`src/sv/safc_pkg.sv`:
```
package safc_pkg;

    localparam int unsigned ByteW    = 8;
    localparam int unsigned PosW     = 3;
    localparam int unsigned FrameLen = 8;
    localparam int unsigned StoreLen = FrameLen - 1;
    localparam int unsigned AngleW   = 14;
    localparam int unsigned RollW    = 6;

    localparam logic [ByteW-1:0] CrcInit  = 8'hFF;
    localparam logic [ByteW-1:0] CrcPoly  = 8'h2F;
    localparam logic [PosW-1:0]  LastPos  = 3'd7;
    localparam logic [PosW-1:0]  FirstPos = 3'd0;

    typedef struct packed {
        logic [AngleW-1:0] alpha_angle;
        logic [AngleW-1:0] beta_angle;
        logic [1:0]        error_bits;
        logic [ByteW-1:0]  virtual_gain;
        logic [RollW-1:0]  rolling_counter;
        logic              crc_ok;
        logic              frame_valid;
    } t_result;

    // one byte through the crc, msb first, no reflection
    function automatic logic [ByteW-1:0] crc8_step(input logic [ByteW-1:0] crc,
                                                   input logic [ByteW-1:0] data);
        logic [ByteW-1:0] r;
        r = crc ^ data;
        for (int k = 0; k < ByteW; k++) begin
            if (r[ByteW-1]) begin
                r = {r[ByteW-2:0], 1'b0} ^ CrcPoly;
            end else begin
                r = {r[ByteW-2:0], 1'b0};
            end
        end
        return r;
    endfunction

endpackage

```
`src/sv/safc_frame.sv`:
```
module safc_frame (
    input  logic                       i_clk,
    input  logic                       i_rst_n,
    input  logic                       i_advance,
    input  logic [safc_pkg::ByteW-1:0] i_byte,
    input  logic                       i_start,
    output logic                       o_last,
    output safc_pkg::t_result          o_result
);
    import safc_pkg::*;

    logic [PosW-1:0]  r_pos;
    logic [PosW-1:0]  n_pos;
    logic [ByteW-1:0] r_crc;
    logic [ByteW-1:0] n_crc;
    logic [ByteW-1:0] r_frame [StoreLen];

    logic [PosW-1:0]  pos_eff;
    logic [ByteW-1:0] crc_eff;
    logic             crc_ok;
    logic             valid;

    // a start flag restarts the frame at byte 0 before this word is placed
    assign pos_eff = i_start ? FirstPos : r_pos;
    assign crc_eff = i_start ? CrcInit : r_crc;
    assign o_last  = (pos_eff == LastPos);

    always_comb begin
        if (o_last) begin
            n_pos = FirstPos;
            n_crc = CrcInit;
        end else begin
            n_pos = pos_eff + 1'b1;
            n_crc = crc8_step(crc_eff, i_byte);
        end
    end

    always_ff @(posedge i_clk) begin
        if (!i_rst_n) begin
            r_pos <= FirstPos;
            r_crc <= CrcInit;
        end else if (i_advance) begin
            r_pos <= n_pos;
            r_crc <= n_crc;
        end
    end

    always_ff @(posedge i_clk) begin
        if (i_advance && !o_last) begin
            r_frame[pos_eff] <= i_byte;
        end
    end

    assign crc_ok = ((~crc_eff) == i_byte);
    assign valid  = crc_ok && r_frame[1][7];

    always_comb begin
        o_result.alpha_angle     = valid ? {r_frame[1][5:0], r_frame[0]} : '0;
        o_result.beta_angle      = valid ? {r_frame[3][5:0], r_frame[2]} : '0;
        o_result.error_bits      = r_frame[1][7:6];
        o_result.virtual_gain    = r_frame[4];
        o_result.rolling_counter = r_frame[6][RollW-1:0];
        o_result.crc_ok          = crc_ok;
        o_result.frame_valid     = valid;
    end

    a_end_restarts: assert property (@(posedge i_clk) disable iff (!i_rst_n)
        i_advance && o_last |=> r_pos == FirstPos && r_crc == CrcInit)
        else $error("frame end did not restart position and crc");

    a_pos_steps: assert property (@(posedge i_clk) disable iff (!i_rst_n)
        i_advance && !o_last |=> r_pos == $past(pos_eff) + 1'b1)
        else $error("byte position did not step");

endmodule

```
`config.mk`:
```
export PLATFORM = sky130hd
export DESIGN_NAME = safc_frame
export DESIGN_NICKNAME = d
export VERILOG_FILES = /design/src/sv/safc_pkg.sv /design/src/sv/safc_frame.sv
export SDC_FILE = /design/constraint.sdc
export NUM_CORES = 1
export LEC_CHECK = 0
export ABC_CLOCK_PERIOD_IN_PS = 2300
export CAP_MARGIN = 30
export CORE_MARGIN = 10
export CORE_UTILIZATION = 40
export DETAILED_ROUTE_END_ITERATION = 16
export DONT_BUFFER_PORTS = 1
export PLACE_DENSITY = 0.59
export SYNTH_ARGS = -nofsm -noshare
export SYNTH_HDL_FRONTEND = slang
export SYNTH_SLANG_ARGS = --single-unit
```
`constraint.sdc`:
```
create_clock -name i_clk -period 2.3 [get_ports i_clk]
set_input_delay 0 -clock i_clk [delete_from_list [all_inputs] [get_ports i_clk]]
set_output_delay 0 -clock i_clk [all_outputs]
set_load 0.01 [all_outputs]
```
Yosys cells after proc, flatten, opt, wreduce, memory -nomap -nowiden
Memory sizes are Yosys's and may differ from the RTL's.
Index checks and enable logic that the tools add are counted.
{"block": "totals", "ramBits": 56, "input_bits": 12, "n_memories": 1, "elab_cells": 42, "regBits": 11}
{"name": "r_frame", "depth": 7, "width": 8, "read_ports": 6, "rd_clocked_by_memory_dff": 0, "write_ports": 1, "line": "safc_frame.sv:16", "source": "logic [ByteW-1:0] r_frame [StoreLen];"}
{"block": "op_classes", "muxes": 23, "bitwise": 10, "addsub": 1, "n_reduce_logical": 3, "n_eq_ne": 2}
{"operator": "$mux 8", "count": 9}
{"operator": "$mux 6", "count": 8}
{"operator": "$not 5->5", "count": 8}
{"operator": "$mux 14", "count": 2}
{"operator": "$eq 8x8->1", "count": 1}
{"operator": "$not 8->8", "count": 1}
{"operator": "$xor 8x8->8", "count": 1}
{"operator": "$mux 3", "count": 2}
{"operator": "$add 3x1->3 const B", "count": 1}
{"operator": "$eq 3x3->1 const B", "count": 1}
{"operator": "$logic_and 1x1->1", "count": 2}
{"operator": "$mux 1", "count": 2}
{"operator": "$logic_not 1->1", "count": 1}

Depth between registers and ports, before layout
Gate-level depths: netlist (run 1).
{"block": "depth", "word_depth": 26, "ltp_mapped": 11, "mapped_depth_nobuf": 10}

Worst setup path after synthesis (run 1)
No wires, ideal clock.
{"block": "synth_path", "kind": "in2reg", "startpoint": "input i_start", "endpoint": "memory r_frame[2][0] (enable)", "arrival_ns": 2.074, "setup_slack_ns": -0.169, "stages": 8, "required_ns": 1.905, "path_cell_list": "buf_4 clkinv_1 nand2_1 inv_1 ha_1 ha_1 nand2b_1 nor4_1"}
{"block": "synth_via", "elab_chain_cells": 6}
{"item": "start, declared", "line": "safc_frame.sv:6", "source": "input logic i_start,"}
{"item": "$mux 3", "line": "safc_frame.sv:24", "source": "assign pos_eff = i_start ? FirstPos : r_pos;"}
{"item": "$eq 3x3->1", "line": "safc_frame.sv:26", "source": "assign o_last = (pos_eff == LastPos);"}
{"item": "named net o_last", "line": "safc_frame.sv:7", "source": "output logic o_last,"}
{"item": "$logic_not 1->1", "line": "safc_frame.sv:49", "source": "if (i_advance && !o_last) begin"}
{"item": "$logic_and 1x1->1", "line": "safc_frame.sv:49"}
{"item": "$mux 1", "line": "safc_frame.sv:49"}
{"item": "$mux 1 (implied by the code)", "line": "safc_frame.sv:50", "source": "r_frame[pos_eff] <= i_byte;"}
{"item": "end, declared", "line": "safc_frame.sv:16"}
The timed path passes the listed nets, and every way through them passes these cells.

==> summary.md, run 1 <==
| Metric | Value |
|---|---|
| Status | complete, no violations |
| Unrepaired setup endpoints after global routing | false |
| Dpl cell area | 2907 um2 |
| Post-Layout Inst Area | approximately 3100 um2 |
| Initial core utilization | between 40% and 50% |
| Leak | ~1.2 nW |
| DIE HEIGHT | just over 100 um |
| DIE AREA | between 10000 and 15000 um2 |
| Slew margin rel. | 50.42% |
| DRT Pass-1 Iters | 4 |
| Yosys warning count | 0 |
| CTS H-Tree Depth | 2 |
| Row count | 30 |
| Final period util | ~93% |
| Sequential cell area fraction in the yosys report | 54.88% |
| Asr flop ratio synth | 0% |
| Vias in the first global route | approximately 1800 |
| First-pass GRT wire length | approximately 11000 um |
| Setup violators final | 0 |
| Final hold viol count | 0 |
| Most common cell after layout, fill and taps aside | edfxtp_1 |
| Port buffer count | 0 |
| Drt drc | 0 |
| Vias | around 1900 |
| Total Wirelength | between 6000 and 7000 um |
| Core footprint | 6794 um2 |
| Yosys cell types | 43 |
| TritonCTS clock tree | yes |
| Worst VDD drop | about 600 uV |
| CP max FO | 30 |
| Most frequent cells in the layout | 44 x edfxtp_1, 29 x and3_1, 17 x nor2_1 |
| Max-slew violations | 0 |
| Achievable Freq | ~470 MHz |
| Nets@finish | about 260 |
| Worst-Margin Slew | roughly 740 ps |
| Final min period | 2144 ps |
| Area growth from synthesis to layout | 11.98% |
| Synthesized area per cell | between 10 and 15 um2 |
| Most used DFF post-synth | edfxtp_1 |
| DRT iter0 DRCs | roughly 100 |
| Layout cell share with drive strength beyond 1 | between 10% and 20% |
| CP Capture Type | output port |
| DRT antenna net count | 0 |
| Power per cell area | about 900 nW/um2 |
| Hpwl dp | around 4700 um |
| Worst Path Arrival | about 2100 ps |
| FF+latch count, synth | 55 |
| Clk buf depth | 2 |
| Max_cap viols | 0 |
| Chip width | between 100 and 150 um |
| Post-synth EDFFs | 44 |
| # diodes | 0 |
| # clock sinks | 55 |
| Initial antenna violation count | 0 |
| CTS clk-pin slew, worst paths | ~100 ps |
| Critical Path RT | around 2300 ps |
| Dpl cells | 325 |
| Crit path launch type | flip-flop |
| Mapped Nets | roughly 250 |
| Type of the worst setup path | reg -> out |
| Post-DR vias/cell | roughly 5.4 |
| Skew-Pair Late Insertion Delay | about 300 ps |
| HP Class | in -> reg |
| Num CTS Buffers | 5 |
| Clock Skew | roughly 5.6 ps |
| Largest net degree at the start of global routing | 31 |
| Non-filler cells, final | ~350 |
| Worst reg2reg setup slack | ~180 ps |
| GP Congestion | 0.8180 |
| Syn Inst Count | approximately 240 |
| I/O pins | 59 |
| Mapped Area | 2809 um2 |
| Total congestion overflow | 0 |
| Wirelength per Cell | ~20 um |
| GRT Total Usage | roughly an eighth |
| Clk root buf | clkbuf_8 |
per-layer routing:
metal / routed length (um) / vias up / track usage (%)
met3: 597 / 6 / 4.275
met2: 3169 / 68 / 19.19
met5: 0 / - / 0
li1: - / 886 / -
met4: 54 / 0 / 2.783
met1: 3090 / 893 / 16.49
through the flow:
step	hold WS, ps	util, %	setup slack (ps)	power (mW)	TNS (ps)
CTS	19.44	46.04	27.82	2.823	0
global route	34.62	46.30	15.62	2.984	0
finish	23.15	46.30	155.8	2.822	0
floorplan	61.94	-	-168.9	1.993	-4052
global placement	66.30	42.78	220.6	2.137	0
detailed placement	67.21	42.78	211.5	2.146	0
kinds of logic after synthesis:
logic type,count (synthesis),share of synthesized area [%]
xor+xnor,31,11.94
simple gates,85,16.66
flops,55,54.88
mux,6,2.316
compound gates,35,8.597
buf+inv,24,4.722
fa+ha+maj,2,0.8907
final cells by class:
class / count / area, um2
sequential: 55 / 1541
fill: 638 / 3649
timing repair buffer: 23 / 202.7
tap: 96 / 120.1
clock inverter: 3 / 42.54
inverter: 4 / 15.01
clock buffer: 5 / 68.82
multi-input combinational: 159 / 1155
critical path, cell delays in order, from the launching register on:
cell	delay, ps
dfxtp_1	510
nor2_1	90
mux2_2	280
a2bb2oi_1	150
o21ai_0	110
and4_1	220
buf_4	210
and3_1	260
sequential cells by signal (all words and copies together) (netlist names):
register	count
r_frame	44
r_crc	8
r_pos	3
power by group:
group / switching, mW / internal, mW / leakage, nW / total [mW]
Clock: 0.317 / 0.325 / 0.0562 / 0.642
Combinational: 0.463 / 0.486 / 0.675 / 0.949
Sequential: 0.0870 / 1.14 / 0.493 / 1.23
Total: 0.867 / 1.96 / 1.22 / 2.82
cells in the mapped netlist, types with 5 or more instances:
cell type	instances	share of area (%)
nor2_1	17	2.3
edfxtp_1	44	47
and3_1	29	6.5
nor4_1	5	1.1
clkbuf_1	7	0.94
dfxtp_1	11	7.8
nand2_1	10	1.3
xor2_1	13	4.1
nand3_1	6	1.1
o21ai_0	8	1.4
xnor2_1	13	4.1
buf_4	8	2.1
final timing paths:
kind / from / to / cells past startpoint
min reg2reg: r_pos[0] / r_pos[0] / 1
max: r_crc[5] / o_result[41] / 7
min: i_rst_n / r_crc[5] / 3
max reg2reg: r_pos[0] / r_crc[6] / 8
what timing repair did:
item,in CTS,in global routing
setup buffers,0,0
hold endpoints to repair,54,2
hold buffers,11,1
endpoints found under the setup margin,0,1
resized for setup,0,3
Note: power is estimated with default switching activity, not from simulation.
==> run 2, diff against run 1 <==
CTS_BUF_LIST = sky130_fd_sc_hd__clkbuf_4   (was not set)
==> run 2 against run 1 <==
Sequential cell count is the same. Utilization decreased by 0.37 points. Largest power group unchanged. Final area decreased by 0.80%. Via count is 0.11% higher. Highest routed layer unchanged. Combinational power hardly changed. Non-clock buffer count unchanged. Clock power shrank 17%. Worst hold slack improved by 100 ps. Register-to-register slack about the same. Critical endpoint is now r_crc[6]. First-iteration DRC count decreased by 27%. Global-route usage down 0.078 points.
==> summary.md, run 2 (synthesis gave the netlist of run 1 again) <==
| Metric | Value |
|---|---|
| Crit path launch type | flip-flop |
| DRT antenna net count | 0 |
| Clk buf depth | 2 |
| Top Metal Used | met4 |
| Chip width | approximately 100 um |
| Wirelength per Cell | approximately 20 um |
| Total Wirelength | 6882 um |
| Largest net degree at the start of global routing | 31 |
| Final hold viol count | 0 |
| HP Class | in -> reg |
| CTS H-Tree Depth | 2 |
| Worst reg2reg setup slack | ~170 ps |
| Post-layout util | 45.93% |
| Largest Register | r_frame |
| Leak | 1.211 nW |
| Port buffer count | 0 |
| Worst Path Arrival | 2410 ps |
| I/O pins | 59 |
| Final period util | between 90% and 100% |
| Area growth from synthesis to layout | 11.09% |
| Worst setup slack after layout | about 170 ps |
| Skew-Pair Late Insertion Delay | 370 ps |
| Max_cap viols | 0 |
| Worst path cell trace | nand2_1 > inv_1 > ha_1 > ha_1 > nand2b_4 > o22ai_1 > nand2_1 > dlygate4sd3_1 |
| Post-Place Setup Slack | ~210 ps |
| Core footprint | 6794 um2 |
| Worst min-delay path startpoint | i_advance |
| Num CTS Buffers | 5 |
| Status | complete, no violations |
| Layout cell share with drive strength beyond 1 | 12.45% |
| Hold WS | roughly 130 ps |
| Max-slew violations | 0 |
| TritonCTS clock tree | yes |
| Post-DR vias/cell | 5.377 |
| Vias | ~1900 |
| Final min period | 2132 ps |
| Hpwl dp | around 4700 um |
| Initial antenna violation count | 0 |
| First-pass GRT wire length | roughly 11000 um |
| Clock Skew | 8.099 ps |
| CP startpoint | r_pos[0] |
| Postcts setup bufs | 0 |
| Nets@finish | approximately 260 |
| Dpl cell area | a little under 3000 um2 |
| Post-Layout Inst Area | 3120 um2 |
| # diodes | 0 |
| DIE HEIGHT | between 100 and 150 um |
| Power per cell area | approximately 870 nW/um2 |
| Achievable Freq | ~470 MHz |
| # fillers | 644 |
| Critical Path Slowest Stage Cell | dlygate4sd3_1 |
| DRT Pass-1 Iters | 4 |
| DRT iter0 DRCs | 76 |
| Top delay family on crit path | buffers and inverters |
| Worst-Margin Slew | about 750 ps |
| Worst reg2reg path startpoint | r_pos[0] |
| Worst VDD drop | around 530 uV |
| Row count | 30 |
| # clock sinks | 55 |
| GRT Total Usage | 12.39% |
| Vias in the first global route | about 1800 |
| Biggest regs | r_frame x44, r_crc x8, r_pos x3 |
| CP Capture Type | flip-flop |
| Drt drc | 0 |
| Setup violators final | 0 |
| CP peak stage delay | 550 ps |
| Initial core utilization | between 40% and 50% |
| Met2 routed WL | ~3100 um |
| Met3 routed WL | about 460 um |
| Critical Path RT | roughly 2600 ps |
| DIE AREA | 10770 um2 |
| Type of the worst setup path | reg -> reg |
| Dpl cells | about 330 |
| Slew margin rel. | ~50% |
| Most frequent cells in the layout | 44 x edfxtp_1, 29 x and3_1, 17 x nor2_1 |
| Clk root buf | clkbuf_4 |
| GP Congestion | roughly 0.8 |
| Crit path buf inv count | 2 |
| CTS clk-pin slew, worst paths | 160 ps |
| Unrepaired setup endpoints after global routing | false |
| CP max FO | 7 |
| Total congestion overflow | 0 |
| Most common cell after layout, fill and taps aside | edfxtp_1 |
| Non-filler cells, final | between 300 and 400 |
| Max reg flops | 44 |
| Metal-1 WL | 3211 um |
run 2: cell counts in the layout (fill, tap and decap cells not counted):
Identical to the previous run, type by type.
run 2: cell type report:
cell class              count  area [um2]  area share (%)
inverters                   4       15.01          0.4812
well taps                  96       120.1           3.849
repair buffers             23       206.4           6.616
multi-input cells         159        1155           37.01
flip-flops and latches     55        1544           49.48
clock inverters             3       42.54           1.363
clock buffers               5       37.54           1.203
run 2: final timing paths:
kind | endpoint | cells past startpoint
setup / recovery | r_crc[6] | 8
hold / removal | r_crc[5] | 4
setup reg to reg | r_crc[6] | 8
hold reg to reg | r_pos[0] | 1
run 2: what timing repair did:
action / CTS / global route
hold buffers: 11 / 1
gates resized for setup: 0 / 5
endpoints found under the hold margin: 55 / 2
setup endpoints to repair: 0 / 30
run 2: worst min-delay path, stage by stage:
cell,delay (ps)
nor2b_1,120
nand2_1,110
inv_1,110
a21oi_1,130
run 2: where the power goes:
group | internal, mW | switching [mW] | leakage, nW
Clock | 0.230 | 0.304 | 0.0432
Sequential | 1.15 | 0.0893 | 0.492
Combinational | 0.487 | 0.462 | 0.676
Total | 1.86 | 0.855 | 1.21
run 2: metrics by stage:
step                      power, mW  setup TNS, ps
after global routing          2.879              0
after global placement        2.137              0
after floorplan               1.993          -4052
final                         2.719              0
after detailed placement      2.146              0
after CTS                     2.720              0
run 2: metal layers:
layer,GRT usage [%],vias to the layer above
met1,16.52,899
met2,19.19,57
met5,0,-
met3,3.717,7
met4,2.982,0
li1,-,892
